==> config.mk <==
export PLATFORM = sky130hd
export DESIGN_NAME = calendar_day_difference_core_flat
export DESIGN_NICKNAME = d
export VERILOG_FILES = /design/src/cdd_pkg.sv /design/src/cdd_if.sv /design/src/cdd_step.sv /design/src/calendar_day_difference_core.sv /design/src/flat_wrapper.sv
export SDC_FILE = /design/constraint.sdc
export NUM_CORES = 1
export LEC_CHECK = 0
export CAP_MARGIN = 40
export CORE_MARGIN = 5
export CORE_UTILIZATION = 55
export CTS_CLUSTER_DIAMETER = 120
export DETAILED_ROUTE_END_ITERATION = 16
export DONT_BUFFER_PORTS = 1
export PLACE_DENSITY = 0.7
export REMOVE_ABC_BUFFERS = 1
export SYNTH_ARGS = -nofsm -noshare
export SYNTH_HDL_FRONTEND = slang
export SYNTH_SLANG_ARGS = --single-unit
export TNS_END_PERCENT = 50
==> constraint.sdc <==
create_clock -name clk -period 25.4 [get_ports clk]
set_input_delay 1.27 -clock clk [delete_from_list [all_inputs] [get_ports clk]]
set_output_delay 1.27 -clock clk [all_outputs]
set_load 0.005 [all_outputs]
==> src/cdd_pkg.sv <==
// Package: shared widths, date type, calendar tables and leap-year logic.
package cdd_pkg;

    localparam int DAY_W        = 5;
    localparam int MONTH_W      = 4;
    localparam int YEAR_W       = 14;
    localparam int CNT_OUT_W    = 16;
    localparam int COUNT_BITS_DEF = 16;

    localparam logic [MONTH_W-1:0] MONTH_JAN = 4'd1;
    localparam logic [MONTH_W-1:0] MONTH_FEB = 4'd2;
    localparam logic [MONTH_W-1:0] MONTH_DEC = 4'd12;

    // floor(x * RECIP25 / 2^RECIP_SHIFT) equals floor(x / 25) for x below 4096
    localparam logic [11:0] RECIP25     = 12'd2622;
    localparam int          RECIP_SHIFT = 16;
    localparam logic [4:0]  DIV25       = 5'd25;

    localparam logic [DAY_W-1:0] MONTH_LEN [12] = '{
        5'd31, 5'd28, 5'd31, 5'd30, 5'd31, 5'd30,
        5'd31, 5'd31, 5'd30, 5'd31, 5'd30, 5'd31
    };

    typedef struct packed {
        logic [YEAR_W-1:0]  year;
        logic [MONTH_W-1:0] month;
        logic [DAY_W-1:0]   day;
    } date_t;

    typedef enum logic [1:0] {
        S_IDLE,
        S_CHECK,
        S_WALK,
        S_DONE
    } cdd_state_t;

    // Divisible by 100 is divisible by 4 with (y/4) % 25 == 0; same for 400 with y/16.
    function automatic logic leap_year(input logic [YEAR_W-1:0] y);
        logic [11:0] q4;
        logic [9:0]  q16;
        logic [23:0] p4;
        logic [21:0] p16;
        logic [11:0] r4;
        logic [9:0]  r16;
        q4  = y[YEAR_W-1:2];
        q16 = y[YEAR_W-1:4];
        p4  = 24'(q4) * 24'(RECIP25);
        p16 = 22'(q16) * 22'(RECIP25);
        r4  = q4 - 12'(p4[23:RECIP_SHIFT]) * 12'(DIV25);
        r16 = q16 - 10'(p16[21:RECIP_SHIFT]) * 10'(DIV25);
        return ((y[1:0] == 2'b00) && (r4 != 12'd0)) ||
               ((y[3:0] == 4'b0000) && (r16 == 10'd0));
    endfunction

    // Zero for a month outside 1..12, so no day passes the range check.
    function automatic logic [DAY_W-1:0] days_in_month(input logic [MONTH_W-1:0] m,
                                                       input logic leap);
        logic [DAY_W-1:0] len;
        logic [3:0]       idx;
        len = '0;
        idx = m - 4'd1;
        if ((m >= MONTH_JAN) && (m <= MONTH_DEC))
        begin
            len = MONTH_LEN[idx];
            if ((m == MONTH_FEB) && leap)
            begin
                len = len + 5'd1;
            end
        end
        return len;
    endfunction

    function automatic logic date_ok(input date_t d);
        logic [DAY_W-1:0] len;
        len = days_in_month(d.month, leap_year(d.year));
        return (d.day != '0) && (d.day <= len);
    endfunction

endpackage

==> src/cdd_if.sv <==
// Interfaces: input date-pair channel and result channel.
interface cdd_in_if;
    import cdd_pkg::*;

    logic               valid;
    logic               ready;
    logic [DAY_W-1:0]   first_day;
    logic [MONTH_W-1:0] first_month;
    logic [YEAR_W-1:0]  first_year;
    logic [DAY_W-1:0]   second_day;
    logic [MONTH_W-1:0] second_month;
    logic [YEAR_W-1:0]  second_year;

    modport source (
        output valid, first_day, first_month, first_year,
               second_day, second_month, second_year,
        input  ready
    );
    modport sink (
        input  valid, first_day, first_month, first_year,
               second_day, second_month, second_year,
        output ready
    );
endinterface

interface cdd_out_if;
    import cdd_pkg::*;

    logic                 valid;
    logic                 ready;
    logic [CNT_OUT_W-1:0] day_count;
    logic                 count_overflow;
    logic                 date_invalid;

    modport source (
        output valid, day_count, count_overflow, date_invalid,
        input  ready
    );
    modport sink (
        input  valid, day_count, count_overflow, date_invalid,
        output ready
    );
endinterface

==> src/cdd_step.sv <==
// Day-step unit: advances a calendar date by one day.
module cdd_step (
    input  cdd_pkg::date_t cur,
    output cdd_pkg::date_t next
);
    import cdd_pkg::*;

    logic [DAY_W-1:0] len;

    assign len = days_in_month(cur.month, leap_year(cur.year));

    always_comb
    begin
        next = cur;
        if (cur.day == len)
        begin
            next.day = 5'd1;
            if (cur.month == MONTH_DEC)
            begin
                next.month = MONTH_JAN;
                next.year  = cur.year + 14'd1;
            end
            else
            begin
                next.month = cur.month + 4'd1;
            end
        end
        else
        begin
            next.day = cur.day + 5'd1;
        end
    end

endmodule

==> src/calendar_day_difference_core.sv <==
// Top level: validates two dates, then, if both are valid, walks the earlier one to the later one a day per cycle.
// Saturation: the walk stops at 2^COUNT_BITS - 1 steps and reports overflow. Invalid dates
//   skip the walk and go straight to the result.
// Throughput: one item at a time; the single day-step unit sets the pace, one day per cycle;
//   ready returns the cycle after the result transfer.
// Reset: rst_n asynchronous, active low; returns the sequencer to idle with no result pending.
module calendar_day_difference_core #(
    parameter int COUNT_BITS = cdd_pkg::COUNT_BITS_DEF
) (
    input  logic             clk,
    input  logic             rst_n,
    cdd_in_if.sink           in_ch,
    cdd_out_if.source        out_ch
);
    import cdd_pkg::*;

    cdd_state_t              state_reg, state_next;
    date_t                   a_reg, b_reg;
    date_t                   cur_reg, tgt_reg;
    date_t                   cur_step;
    logic [COUNT_BITS-1:0]   count_reg;
    logic [CNT_OUT_W-1:0]    day_count_reg;
    logic                    ovf_reg;
    logic                    inv_reg;

    logic                    in_xfer;
    logic                    out_xfer;
    logic                    dates_ok;
    logic                    a_first;
    logic                    walk_hit;
    logic                    walk_sat;
    logic [COUNT_BITS+CNT_OUT_W-1:0] count_ext;

    cdd_step u_step (
        .cur  (cur_reg),
        .next (cur_step)
    );

    assign in_xfer   = in_ch.valid && in_ch.ready;
    assign out_xfer  = out_ch.valid && out_ch.ready;
    assign dates_ok  = date_ok(a_reg) && date_ok(b_reg);
    assign a_first   = (a_reg <= b_reg);
    assign walk_hit  = (cur_reg == tgt_reg);
    assign walk_sat  = (count_reg == '1);
    assign count_ext = (COUNT_BITS+CNT_OUT_W)'(count_reg);

    always_comb
    begin
        state_next = state_reg;
        unique case (state_reg)
            S_IDLE:
            begin
                if (in_xfer)
                begin
                    state_next = S_CHECK;
                end
            end
            S_CHECK:
            begin
                state_next = dates_ok ? S_WALK : S_DONE;
            end
            S_WALK:
            begin
                if (walk_hit || walk_sat)
                begin
                    state_next = S_DONE;
                end
            end
            S_DONE:
            begin
                if (out_xfer)
                begin
                    state_next = S_IDLE;
                end
            end
            default:
            begin
                state_next = S_IDLE;
            end
        endcase
    end

    always_comb
    begin
        in_ch.ready  = (state_reg == S_IDLE);
        out_ch.valid = (state_reg == S_DONE);
        out_ch.day_count      = day_count_reg;
        out_ch.count_overflow = ovf_reg;
        out_ch.date_invalid   = inv_reg;
    end

    always_ff @(posedge clk or negedge rst_n)
    begin
        if (!rst_n)
        begin
            state_reg <= S_IDLE;
        end
        else
        begin
            state_reg <= state_next;
        end
    end

    always_ff @(posedge clk)
    begin
        unique case (state_reg)
            S_IDLE:
            begin
                if (in_xfer)
                begin
                    a_reg <= '{year: in_ch.first_year, month: in_ch.first_month,
                               day: in_ch.first_day};
                    b_reg <= '{year: in_ch.second_year, month: in_ch.second_month,
                               day: in_ch.second_day};
                end
            end
            S_CHECK:
            begin
                // order the dates so the walk always moves forward
                cur_reg   <= a_first ? a_reg : b_reg;
                tgt_reg   <= a_first ? b_reg : a_reg;
                count_reg <= '0;
                if (!dates_ok)
                begin
                    day_count_reg <= '0;
                    ovf_reg       <= 1'b0;
                    inv_reg       <= 1'b1;
                end
            end
            S_WALK:
            begin
                if (walk_hit)
                begin
                    day_count_reg <= count_ext[CNT_OUT_W-1:0];
                    ovf_reg       <= 1'b0;
                    inv_reg       <= 1'b0;
                end
                else if (walk_sat)
                begin
                    day_count_reg <= count_ext[CNT_OUT_W-1:0];
                    ovf_reg       <= 1'b1;
                    inv_reg       <= 1'b0;
                end
                else
                begin
                    cur_reg   <= cur_step;
                    count_reg <= count_reg + 1'b1;
                end
            end
            S_DONE:
            begin
                // hold the result until the transfer
            end
            default:
            begin
            end
        endcase
    end

`ifndef SYNTHESIS
    a_walk_no_overtake: assert property (@(posedge clk) disable iff (!rst_n)
        (state_reg == S_WALK) |-> (cur_reg <= tgt_reg))
        else $error("walking date passed the target date");

    a_invalid_zero: assert property (@(posedge clk) disable iff (!rst_n)
        (out_ch.valid && out_ch.date_invalid) |->
            ((out_ch.day_count == '0) && !out_ch.count_overflow))
        else $error("invalid result carries a nonzero count or overflow");

    a_overflow_sat: assert property (@(posedge clk) disable iff (!rst_n)
        (out_ch.valid && out_ch.count_overflow) |-> (count_reg == '1))
        else $error("overflow reported without a saturated count");

    a_count_step: assert property (@(posedge clk) disable iff (!rst_n)
        ((state_reg == S_WALK) && !walk_hit && !walk_sat) |=>
            (count_reg == COUNT_BITS'($past(count_reg) + 1'b1)))
        else $error("day counter did not advance by one");
`endif

endmodule

==> src/flat_wrapper.sv <==
// flat-port wrapper written by rule: the top's interface ports become plain ports
module calendar_day_difference_core_flat import cdd_pkg::*;
#(
    parameter int COUNT_BITS = cdd_pkg::COUNT_BITS_DEF
)
  (clk, rst_n, in_ch_valid, in_ch_first_day, in_ch_first_month, in_ch_first_year, in_ch_second_day, in_ch_second_month, in_ch_second_year, in_ch_ready, out_ch_valid, out_ch_day_count, out_ch_count_overflow, out_ch_date_invalid, out_ch_ready);
  cdd_in_if in_ch_i ();
  cdd_out_if out_ch_i ();
  input  logic clk;
  input  logic rst_n;
  input wire logic [$bits(in_ch_i.valid)-1:0] in_ch_valid;
  input wire logic [$bits(in_ch_i.first_day)-1:0] in_ch_first_day;
  input wire logic [$bits(in_ch_i.first_month)-1:0] in_ch_first_month;
  input wire logic [$bits(in_ch_i.first_year)-1:0] in_ch_first_year;
  input wire logic [$bits(in_ch_i.second_day)-1:0] in_ch_second_day;
  input wire logic [$bits(in_ch_i.second_month)-1:0] in_ch_second_month;
  input wire logic [$bits(in_ch_i.second_year)-1:0] in_ch_second_year;
  output wire logic [$bits(in_ch_i.ready)-1:0] in_ch_ready;
  output wire logic [$bits(out_ch_i.valid)-1:0] out_ch_valid;
  output wire logic [$bits(out_ch_i.day_count)-1:0] out_ch_day_count;
  output wire logic [$bits(out_ch_i.count_overflow)-1:0] out_ch_count_overflow;
  output wire logic [$bits(out_ch_i.date_invalid)-1:0] out_ch_date_invalid;
  input wire logic [$bits(out_ch_i.ready)-1:0] out_ch_ready;
  assign in_ch_i.valid = in_ch_valid;
  assign in_ch_i.first_day = in_ch_first_day;
  assign in_ch_i.first_month = in_ch_first_month;
  assign in_ch_i.first_year = in_ch_first_year;
  assign in_ch_i.second_day = in_ch_second_day;
  assign in_ch_i.second_month = in_ch_second_month;
  assign in_ch_i.second_year = in_ch_second_year;
  assign in_ch_ready = in_ch_i.ready;
  assign out_ch_valid = out_ch_i.valid;
  assign out_ch_day_count = out_ch_i.day_count;
  assign out_ch_count_overflow = out_ch_i.count_overflow;
  assign out_ch_date_invalid = out_ch_i.date_invalid;
  assign out_ch_i.ready = out_ch_ready;
  calendar_day_difference_core #(.COUNT_BITS(COUNT_BITS)) u_core (.clk(clk), .rst_n(rst_n), .in_ch(in_ch_i), .out_ch(out_ch_i));
endmodule
Yosys cells after proc, flatten, opt, wreduce, memory -nomap -nowiden --
Memory sizes are Yosys's and may differ from the RTL's. Cells that the tools add are included.
Operators by class: add/sub/neg operators 16, $mul 12, divide/modulo/power cells 0, $lt $le $gt $ge 12, equality and inequality tests 19, shifts and indexed selects 0, muxes and demuxes 41, bitwise logic cells 3, reductions and logical operators 43
Operator list (count):
- 23-bit 2-to-1 mux | 4
- 16-bit 2-to-1 mux | 5
- 12-bit by 11-bit multiplier with 23-bit output (second input constant) | 3
- 5-bit 2-to-1 mux | 13
- 16-bit case mux with 2 select lines | 2
- 10-bit by 11-bit multiplier with 21-bit output (second input constant) | 3
- 23-bit case mux with 2 select lines | 1
- 8-bit by 5-bit multiplier with 12-bit output (second input constant) | 3
- 12-bit nonzero test | 3
- 12-bit subtractor | 3
- 10-bit logical NOT | 3
- 6-bit by 5-bit multiplier with 10-bit output (second input constant) | 3
- 10-bit subtractor | 3
- 23-bit equality test | 1
- 23-bit less-or-equal comparator | 1
- 5-bit by 1-bit adder with 5-bit output (second input constant) | 4
- 18-bit 2-to-1 mux | 1
- 1-bit logical AND | 17
- 16-bit by 1-bit adder with 16-bit output (second input constant) | 1
- 16-bit equality test (second input constant) | 1
- 5-bit >= comparator (second input constant) | 3
- 4-bit NOT with 5-bit output | 3
- 14-bit by 1-bit adder with 14-bit output (second input constant) | 1
- 14-bit 2-to-1 mux | 1
- 27 further kinds | 63
Word-level totals: register bits after elaboration 128, bits in latches 0, memory bits (writable) 0, ROM bits 240, input bits 50, output and inout bits 20, memories kept 3
Memory list:
- (no name shown) | depth 16, width 5, rd ports 1, clocked after memory_dff 0, write ports 0, line cdd_pkg.sv:64 | len = MONTH_LEN[idx];
- (no name shown) | depth 16, width 5, rd ports 1, clocked after memory_dff 0, write ports 0, line cdd_pkg.sv:64
- (no name shown) | depth 16, width 5, rd ports 1, clocked after memory_dff 0, write ports 0, line cdd_pkg.sv:64

Logic depth before layout (Yosys ltp) --
Gate-level depths: netlist of the first run.
depth in word-level cells 14, mapped depth 51, mapped depth without buffers 50

Hierarchy --
A second synthesis of the first run with hierarchy kept.
Unflattened totals: cell total of the unflattened synthesis 2659, area, all modules 25702.2 um^2
By module, submodules not included:
- calendar_day_difference_core | times used 1, cells an instance 1854, area each 18552.8 um^2
- cdd_step | times used 1, cells an instance 805, area each 7149.4 um^2

Worst setup path before layout of the first run --
Ideal clock, no wire load.
kind register -> register, start point register u_core.b_reg[20] (netlist bit), end point register u_core.ovf_reg, in the netlist u_core.out_ch.count_overflow, enable pin, library setup time 0.329 ns, arrival time 10.202 ns, path slack 14.868 ns, stages on the path, launching flop included 45, clock period less this slack 10.532 ns, cells stage by stage edfxtp_1 fa_1 fa_1 inv_1 fa_1 fa_1 inv_1 fa_1 ha_1 a211o_1 a21oi_1 nand3_1 or2_2 a21oi_1 nor2b_1 o21a_1 o21a_1 a21bo_2 [9 not listed] o21bai_1 a21oi_1 o31ai_1 xnor2_1 o311a_1 nor4_1 nand2_1 a21o_1 ha_1 nor2b_1 o21a_1 o21ai_0 nand2b_1 a21oi_1 a31oi_1 nor3_1 nand2_1 and3_1
On the way: cells in the longest elaborated chain, start to end 14, elaborated cells between the ends (all ways) 19, classes of those cells add/sub: 2; mul: 4; order compare: 1; eq/ne: 1; mux: 2; reduce/logical: 9
RTL lines:
- from (decl) | line calendar_day_difference_core.sv:18 | date_t a_reg, b_reg;
- from (signal assigned) | line calendar_day_difference_core.sv:113 | b_reg <= '{year: in_ch.second_year, month: in_ch.second_month,
- 12-bit by 11-bit multiplier with 23-bit output or 10-bit by 11-bit multiplier with 21-bit output (tied branches) | line cdd_pkg.sv:47, cdd_pkg.sv:48
- 8-bit by 5-bit multiplier with 12-bit output or 6-bit by 5-bit multiplier with 10-bit output (tied branches) | line cdd_pkg.sv:49, cdd_pkg.sv:50
- 12-bit subtractor or 10-bit subtractor (tied branches) | line cdd_pkg.sv:49, cdd_pkg.sv:50
- 12-bit nonzero test or 10-bit logical NOT (tied branches) | line cdd_pkg.sv:51, cdd_pkg.sv:52
- 1-bit logical AND (on tied branches) | line cdd_pkg.sv:51, cdd_pkg.sv:52
- 1-bit logical OR * | line cdd_pkg.sv:51 | return ((y[1:0] == 2'b00) && (r4 != 12'd0)) ||
- 1-bit logical AND * | line cdd_pkg.sv:65 | if ((m == MONTH_FEB) && leap)
- 5-bit 2-to-1 mux * | line cdd_pkg.sv:65
- 5-bit 2-to-1 mux * | line cdd_pkg.sv:62 | if ((m >= MONTH_JAN) && (m <= MONTH_DEC))
- 5-bit less-or-equal comparator * | line cdd_pkg.sv:76 | return (d.day != '0) && (d.day <= len);
- 1-bit logical AND * | line cdd_pkg.sv:76
- 1-bit logical AND * | line calendar_day_difference_core.sv:41 | assign dates_ok = date_ok(a_reg) && date_ok(b_reg);
- 2-bit inequality test (no source line) *
- 3-bit AND reduction (no source line) *
- to (signal assigned) | line calendar_day_difference_core.sv:126 | ovf_reg <= 1'b0;
- to (signal assigned) | line calendar_day_difference_core.sv:135 | ovf_reg <= 1'b0;
- to (signal assigned) | line calendar_day_difference_core.sv:141 | ovf_reg <= 1'b1;
- to (decl) | line calendar_day_difference_core.sv:23 | logic ovf_reg;
Mark *: on every way between the ends. The rest lies on a longest branch, timed or not. A chain may end at the register's enable or synchronous reset.

Worst setup path after layout of the first run --
start point register u_core.b_reg[15] (netlist bit), end point register u_core.day_count_reg[11], in the netlist u_core.out_ch.day_count[11], enable pin
On the way: cells in the longest elaborated chain, start to end 14, elaborated cells between the ends (all ways) 19, classes of those cells add/sub: 2; mul: 4; order compare: 1; eq/ne: 1; mux: 2; reduce/logical: 9
RTL lines:
- 12-bit by 11-bit multiplier with 23-bit output or 10-bit by 11-bit multiplier with 21-bit output (tied branches) | line cdd_pkg.sv:47, cdd_pkg.sv:48
- 8-bit by 5-bit multiplier with 12-bit output or 6-bit by 5-bit multiplier with 10-bit output (tied branches) | line cdd_pkg.sv:49, cdd_pkg.sv:50
- 12-bit subtractor or 10-bit subtractor (tied branches) | line cdd_pkg.sv:49, cdd_pkg.sv:50
- 12-bit nonzero test or 10-bit logical NOT (tied branches) | line cdd_pkg.sv:51, cdd_pkg.sv:52
- 1-bit logical AND (on tied branches) | line cdd_pkg.sv:51, cdd_pkg.sv:52
- 1-bit logical OR * | line cdd_pkg.sv:51
- 1-bit logical AND * | line cdd_pkg.sv:65
- 5-bit 2-to-1 mux * | line cdd_pkg.sv:65
- 5-bit 2-to-1 mux * | line cdd_pkg.sv:62
- 5-bit less-or-equal comparator * | line cdd_pkg.sv:76
- 1-bit logical AND * | line cdd_pkg.sv:76
- 1-bit logical AND * | line calendar_day_difference_core.sv:41
- 2-bit inequality test (no source line) *
- 3-bit AND reduction (no source line) *
- to (signal assigned) | line calendar_day_difference_core.sv:134 | day_count_reg <= count_ext[CNT_OUT_W-1:0];
- to (signal assigned) | line calendar_day_difference_core.sv:140 | day_count_reg <= count_ext[CNT_OUT_W-1:0];
- to (decl) | line calendar_day_difference_core.sv:22 | logic [CNT_OUT_W-1:0] day_count_reg;
Marked as above.

==> flow_metrics.tcl, run 1 <==
set metrics [dict create \
    status "finished, final reports clean" \
    die_h_um 224.5 \
    dp_hpwl_um 46190 \
    cpLargestDelayFamily "adder cells" \
    dp_cells 3205 \
    synth_warnings 0 \
    post_cts_resized 0 \
    cpPeakStageDelay_ps 810 \
    hold_buffers 0 \
    stdcell_count 3239 \
    final_common_cell "ha_1" \
    post_cts_buffers 0 \
    cp.required_ps 25500 \
    startpoint_type "flop" \
    max-cap-violations 0 \
    report.final.slew_viol_count 0 \
    viasPerCell 5.564 \
    clock_skew_ps 14.43 \
    finalSetupViolations 0 \
    clock_sinks 128 \
    setup_slack_ps 13840 \
    ctsHtreeMaxLevel 4 \
    drive_gt1_frac 0.03185 \
    grt_max_degree 60 \
    fin_crit_sh 0.4553 \
    clkTransAtPathRegs_ps 70 \
    syn-instance-count 2625 \
    drc 0 \
    die_x_um 224.5 \
    grt_pass1_vias 19440 \
    synthArstFlopShare 0.01563 \
    hp-class "in2async" \
    fin_nets 3544 \
    ys_types 84 \
    vias 18020 \
    path_class "reg2reg" \
    initial_core_util 0.5565 \
    slew_headroom 0.4344 \
    io_buffers 0 \
    cts_tree "yes" \
    slowest_stage "edfxtp_1" \
    dp_slack_ps 13890 \
    ys_seq_area_frac 0.1515 \
    clk_path_buf_depth 2 \
    worstSkewPairLatency_ps 460 \
    drtAntennaViolNets 0 \
    final_cell_mix "ha_1 (620), inv_1 (580), fa_1 (249), edfxtp_1 (126), nor2_1 (109)" \
    wirelength_um 54620 \
    dieArea_um2 50410 \
    rsz0062_at_grt "no" \
    synth_top_area_cell "ha_1" \
    syn2layout_area_growth_pct 5.319 \
    ys_top_cells_by_area "ha_1 (31%), fa_1 (20%), edfxtp_1 (15%)" \
    cts_buffers 17 \
    grt_overflow 0 \
    min_period_ps 11560 \
    avgSynthCellArea_um2 9.642 \
    critPathBufInv 6 \
    root_buffer "clkbuf_16" \
    drt_iter0_markers 833 \
    tns_ps 0 \
    ys_seq_elements 128 \
    antenna_found_initial 3 \
    netlist.area_leader.share 0.3070 \
    ios 70 \
    finalWeightedCongestion 0.9067 \
    grt_util_all_layers 0.2269 \
    num_rows 78 \
    synth.cell_area_um2 25310 \
    finalHoldViolCount 0 \
    holdWs_ps 494.3 \
    first_pass_iters 5 \
    timing.fmax_mhz 86.47 \
    critPathMaxFanout 18 \
    routedWlPerCell_um 16.86 \
    tightest_slew_ps 847.5 \
    end_kind "flop" \
    coreArea_um2 45480 \
    grt_pass1_wl_um 93850 \
    synth_edf_count 126 \
    cp.arrival_ps 11670 \
    synthFlopType "edfxtp_1" \
]
path summary, 6_finish.rpt:
check                                                 from                                         to  slack (ps)  cells past startpoint
setup / recovery                u_core.b_reg[15]$_DFFE_PP_  u_core.out_ch.day_count[11]$_SDFFCE_PN0P_       13840                     45
hold / removal                                       rst_n            u_core.state_reg[0]$_DFFE_PN0P_         490                      0
setup reg to reg                u_core.b_reg[15]$_DFFE_PP_  u_core.out_ch.day_count[11]$_SDFFCE_PN0P_       13840                     45
hold reg to reg            u_core.state_reg[0]$_DFFE_PN0P_            u_core.state_reg[0]$_DFFE_PN0P_         560                      1
max in group asynchronous                            rst_n            u_core.state_reg[1]$_DFFE_PN0P_       24830                      0
min in group clk           u_core.state_reg[0]$_DFFE_PN0P_            u_core.state_reg[0]$_DFFE_PN0P_         560                      1
cell families (layout without fill, tap and decap cells):
group | after synthesis | in the layout | share of synthesized area
DFF | 128 | 128 | 0.1515
muxes | 37 | 37 | 0.01523
other | 0 | 2 | 0
xor gates and xnor gates | 145 | 145 | 0.05047
and+or+nand+nor | 467 | 467 | 0.09388
adders and majority gates | 870 | 870 | 0.5039
AOI/OAI and AO/OA | 363 | 363 | 0.09378
buffers and inverters | 615 | 627 | 0.09125
synthesized netlist by cell type, types with 13 or more instances:
master / count
clkbuf_1: 30
xnor2_1: 99
nand4_1: 29
and3_1: 17
o21a_1: 37
or2_2: 13
fa_1: 249
mux2i_1: 30
nor3_1: 33
nor2b_1: 26
nand3_1: 35
edfxtp_1: 126
a21oi_1: 77
inv_1: 580
nand2b_1: 23
a21o_1: 32
xor2_1: 45
o21ai_0: 97
and2_1: 26
nor2_1: 109
nand2_1: 106
ha_1: 621
per-layer routing:
layer,up-vias,global-route usage,share of wire
met3,114,0.03119,0.032
met5,-,0,0
li1,8782,-,-
met1,8854,0.2769,0.43
met2,272,0.4083,0.51
met4,0,0.08544,0.035
final cells by class:
class | count | area [um2]
multi-input cells | 1882 | 19190
fillers | 3918 | 18820
flip-flops and latches | 128 | 3834
inverters | 583 | 2188
well taps | 600 | 750.7
clock buffers | 17 | 425.4
clock inverters | 15 | 162.7
repair buffers | 12 | 105.1
diodes | 2 | 5.005
worst reg2reg max path: cells and delay by family, from the launching register on:
kind,cells,cell delay (ps)
AO/OA/AOI/OAI,15,2660
adder cells (fa/ha/maj),11,4400
XOR/XNOR,1,290
AND/OR/NAND/NOR,12,2420
flip-flops,1,810
buffers and inverters,6,640
metrics by stage:
step / util / instance area, um2
finish: 0.5861 / 26660
global route: 0.5861 / 26650
CTS: 0.5860 / 26650
detailed placement: 0.5731 / 26060
global placement: 0.5724 / 26030
floorplan: - / 25190
Power of run 1 is left out: the tool's default activity adds up to more than one toggle a clock period on the data nets, which glitch-free logic cannot reach.
==> run 2, diff against run 1 <==
clock period = 11.26 ns   (was 25.4 ns; I/O delays follow)
==> run 2 against run 1 <==
Net effect: via count is 1.4% higher; design area rose by 2.7%; global-route usage rose by 0.32 points; highest routed layer unchanged.
==> flow_metrics.tcl, run 2 (same netlist as run 1, synthesis figures left out) <==
set metrics [dict create \
    syn2layout_area_growth_pct 8.127 \
    final_common_cell "ha_1" \
    antenna_found_initial 0 \
    end_kind "flop" \
    slowest_stage "fa_2" \
    drive_gt1_frac 0.06930 \
    n_antenna_cell 0 \
    first_pass_iters 5 \
    viasPerCell 5.516 \
    grt_util_all_layers 0.2301 \
    min_from "in_ch_first_year[9]" \
    clock_sinks 128 \
    die_h_um 224.5 \
    min_period_ps 10770 \
    cp.required_ps 11470 \
    grt_pass1_wl_um 94460 \
    vias 18280 \
    status "finished, final reports clean" \
    drt_iter0_markers 926 \
    cts_tree "yes" \
    tightest_slew_ps 842.5 \
    min_to "u_core.a_reg[18]$_DFFE_PP_" \
    grt_pass1_vias 19220 \
    dp_cells 3249 \
    drc 0 \
    initial_core_util 0.5565 \
    r2r_end "u_core.out_ch.count_overflow$_SDFFCE_PN0P_" \
    path_class "reg2reg" \
    finalHoldViolCount 0 \
    root_buffer "clkbuf_16" \
    dp_hpwl_um 47410 \
    finalSetupViolations 0 \
    worstSkewPairLatency_ps 470 \
    num_rows 78 \
    slew_headroom 0.4377 \
    dieArea_um2 50410 \
    drtAntennaViolNets 0 \
    io_buffers 0 \
    crit-reg2reg-launch "u_core.b_reg[22]$_DFFE_PP_" \
    r2r_cells 44 \
    hp-class "in2reg" \
    ctsHtreeMaxLevel 4 \
    max-cap-violations 0 \
    ios 70 \
    timing.fmax_mhz 92.89 \
    crit_path_start "u_core.b_reg[22]$_DFFE_PP_" \
    critPathMaxFanout 6 \
    clock_skew_ps 22.37 \
    final_cell_mix "ha_1 (619), inv_1 (575), fa_1 (247), edfxtp_1 (126), nor2_1 (107)" \
    cp.arrival_ps 10980 \
    clkTransAtPathRegs_ps 70 \
    fin_nets 3620 \
    ff2ff_setup_slack_ps 490 \
    startpoint_type "flop" \
    crit_top_cell "fa_1" \
    routedWlPerCell_um 17.02 \
    finalWeightedCongestion 0.9344 \
    stdcell_count 3313 \
    report.final.slew_viol_count 0 \
    cpPeakStageDelay_ps 650 \
    cts_buffers 17 \
    worstHoldPathCells 0 \
    die_x_um 224.5 \
    wirelength_um 56380 \
    fin_crit_sh 0.9561 \
    grt_max_degree 60 \
    clk_path_buf_depth 2 \
    coreArea_um2 45480 \
    grt_overflow 0 \
]
-- run 2: changes by cell type in the layout (fill, tap and decap cells not counted), moves of 3 or more --
cell,previous run,this run
a21oi_1,77,71
a21oi_2,0,5
and3_4,0,4
buf_4,10,82
clkinvlp_4,1,6
inv_1,580,575
nor4_1,10,7
o21ai_0,97,94
o21ai_1,5,8
-- run 2: worst max-delay path, delay by kind of cell (launching register included) --
kind / cells / cell delay (ps)
flip-flops: 1 / 430
adder cells (fa/ha/maj): 11 / 4680
AND/OR/NAND/NOR: 12 / 2080
buffers and inverters: 3 / 200
AO/OA/AOI/OAI: 16 / 2880
XOR/XNOR: 2 / 220
-- run 2: per-stage QoR --
stage | util | instance area [um2] | setup TNS [ps] | setup WS (ps) | hold WS (ps)
floorplan | - | 25190 | 0 | 718.5 | 267.4
global placement | 0.5799 | 26370 | 0 | 247.2 | 267.5
detailed placement | 0.5802 | 26390 | -4090 | -228.1 | 267.5
CTS | 0.5931 | 26970 | 0 | 76.01 | 161.4
global route | 0.6018 | 27370 | -245.5 | -21.27 | 161.2
finish | 0.6018 | 27370 | 0 | 494.9 | 187.3
-- run 2: layout make-up --
class | instances | area (um2)
Timing Repair Buffer | 85 | 651.9
Tap cell | 600 | 750.7
Sequential cell | 128 | 3834
Inverter | 583 | 2200
Fill cell | 3803 | 18110
Multi-Input combinational cell | 1885 | 19360
Clock buffer | 17 | 425.4
Clock inverter | 15 | 146.4
-- run 2: how the worst max path moves through the flow --
stage / endpoint / slack (ps) / depth (start not counted)
floorplan: u_core.cur_reg[10]$_DFFE_PP_ / 720 / 40
finish: u_core.out_ch.count_overflow$_SDFFCE_PN0P_ / 490 / 44
detailed placement: u_core.out_ch.day_count[8]$_SDFFCE_PN0P_ / -230 / 46
CTS: u_core.out_ch.count_overflow$_SDFFCE_PN0P_ / 80 / 46
global route: u_core.cur_reg[14]$_DFFE_PP_ / -20 / 42
global placement: u_core.out_ch.day_count[13]$_SDFFCE_PN0P_ / 250 / 46
-- run 2: layer usage --
metal  vias to the layer above  track usage  wire length [um]
met5                         -            0                 0
met3                        82      0.02819              1953
met1                      8934       0.2933             24530
li1                       8935            -                 -
met4                         0      0.07071              1339
met2                       324       0.4102             28550
-- run 2: repair_timing --
item,in CTS,in global routing
gates cloned,0,3
resized for setup,2,39
setup endpoints to repair,18,37
pin swaps,0,18
hold buffers,1,0
setup buffers,0,28
endpoints found under the hold margin,2,0
Power of run 2 is left out for the same reason.
==> run 3, diff against run 2 <==
--- a/config.mk
+++ b/config.mk
@@ -13,2 +13,3 @@
 export DONT_BUFFER_PORTS = 1
+export MAX_ROUTING_LAYER = met4
 export PLACE_DENSITY = 0.7
--- a/constraint.sdc
+++ b/constraint.sdc
@@ -3,2 +3,2 @@
 set_output_delay 0.563 -clock clk [all_outputs]
-set_load 0.005 [all_outputs]
+set_load 0.05 [all_outputs]
==> run 3 against run 2 <==
Net effect: clock skew down 10 ps; via count about the same; die area unchanged; sequential share of layout area about the same; sequential cell count unchanged; register-to-register slack better by 80 ps; critical path depth up 4; worst setup slack better by 76 ps; maximum frequency up 0.72%.
==> flow_metrics.tcl, run 3 (same netlist as run 1, synthesis figures left out) <==
set metrics [dict create \
    status "finished, final reports clean" \
    tightest_slew_ps 837.7 \
    initial_core_util 0.5565 \
    fin_nets 3623 \
    startpoint_type "flop" \
    min_period_ps 10690 \
    syn2layout_area_growth_pct 8.389 \
    place_area_um2 26400 \
    crit_top_cell "fa_1" \
    cp.arrival_ps 10900 \
    drc 0 \
    hp-class "in2reg" \
    max-cap-violations 0 \
    timing.fmax_mhz 93.56 \
    antenna_found_initial 1 \
    die_x_um 224.5 \
    grt_pass1_wl_um 97100 \
    io_buffers 0 \
    slew_headroom 0.4409 \
    finalWeightedCongestion 0.9133 \
    fin_crit_sh 0.9493 \
    clock_skew_ps 11.98 \
    routedWlPerCell_um 17.42 \
    slowest_stage "fa_1" \
    dieArea_um2 50410 \
    finalSetupViolations 0 \
    dp_slack_ps 156.1 \
    grt_max_degree 70 \
    ctsHtreeMaxLevel 4 \
    cp.required_ps 11480 \
    final_common_cell "ha_1" \
    finalHoldViolCount 0 \
    cts_buffers 17 \
    grt_pass1_vias 19680 \
    first_pass_iters 5 \
    root_buffer "clkbuf_16" \
    drt_iter0_markers 807 \
    coreArea_um2 45480 \
    dp_hpwl_um 48600 \
    clk_path_buf_depth 2 \
    num-fill-cells 3837 \
    clkTransAtPathRegs_ps 70 \
    final_cell_mix "ha_1 (617), inv_1 (574), fa_1 (246), edfxtp_1 (126), nor2_1 (107)" \
    report.final.slew_viol_count 0 \
    fin_area_um2 27430 \
    vias 18290 \
    cts_tree "yes" \
    cpPeakStageDelay_ps 550 \
    die_h_um 224.5 \
    grt_overflow 0 \
    critPathMaxFanout 18 \
    num_rows 78 \
    setup_slack_ps 571.3 \
    path_class "reg2reg" \
    worstSkewPairLatency_ps 460 \
    drive_gt1_frac 0.07106 \
    end_kind "flop" \
    cpLargestDelayFamily "adder cells" \
    wirelength_um 57770 \
    ios 70 \
    viasPerCell 5.515 \
    grt_util_all_layers 0.2444 \
    drtAntennaViolNets 0 \
    clock_sinks 128 \
    critPathBufInv 7 \
]
-- run 3: what timing repair did --
action                                  CTS  global route
endpoints found under the hold margin     2             0
setup buffers                             0            33
hold buffers                              1             0
resized for setup                         0            43
endpoints found under the setup margin    0            37
-- run 3: layout make-up --
| class | instances | area [um2] | share of cell area |
|---|---|---|---|
| Multi-Input combinational cell | 1882 | 19330 | 0.7046 |
| Sequential cell | 128 | 3834 | 0.1397 |
| Inverter | 583 | 2207 | 0.08045 |
| Tap cell | 600 | 750.7 | 0.02736 |
| Timing Repair Buffer | 91 | 725.7 | 0.02645 |
| Clock buffer | 17 | 425.4 | 0.01551 |
| Clock inverter | 15 | 160.2 | 0.005838 |
| Antenna cell | 1 | 2.502 | 0.00009122 |
-- run 3: worst paths after layout --
path | startpoint | end | slack (ps) | cells after the start
worst max-delay path | u_core.b_reg[20]$_DFFE_PP_ | u_core.out_ch.day_count[11]$_SDFFCE_PN0P_ | 570 | 48
worst min-delay path | in_ch_second_year[7] | u_core.b_reg[16]$_DFFE_PP_ | 190 | 0
worst min register to register | u_core.state_reg[0]$_DFFE_PN0P_ | u_core.state_reg[0]$_DFFE_PN0P_ | 550 | 1
worst max register to register | u_core.b_reg[20]$_DFFE_PP_ | u_core.out_ch.day_count[11]$_SDFFCE_PN0P_ | 570 | 48
max in group asynchronous | rst_n | u_core.state_reg[1]$_DFFE_PN0P_ | 10800 | 1
min in group asynchronous | rst_n | u_core.state_reg[0]$_DFFE_PN0P_ | 340 | 1
-- run 3: worst reg2reg max path: cells and delay by family (launching register included) --
family	cells	cell delay (ps)
buffers and inverters	7	630
adders and majority gates	11	4560
DFF	1	420
muxes	1	340
and+or+nand+nor	12	1700
xor gates and xnor gates	1	210
AOI/OAI and AO/OA	16	2560
-- run 3: through the flow --
| stage | instances | setup TNS, ps | utilization | hold slack [ps] |
|---|---|---|---|---|
| finish | 3317 | 0 | 0.6032 | 194.3 |
| floorplan | 2593 | 0 | - | 267.4 |
| global placement | 3248 | 0 | 0.5801 | 267.5 |
| CTS | 3282 | 0 | 0.5936 | 167.7 |
| global route | 3317 | -432.5 | 0.6032 | 173.1 |
| detailed placement | 3249 | 0 | 0.5805 | 267.5 |
-- run 3: layer usage --
metal	vias up	GRT usage	part of all wire
li1	8942	-	-
met1	8982	0.2953	0.43
met2	278	0.4324	0.51
met3	90	0.03198	0.028
met4	0	0.06600	0.025
met5	-	-	0
Power of run 3 is left out for the same reason.
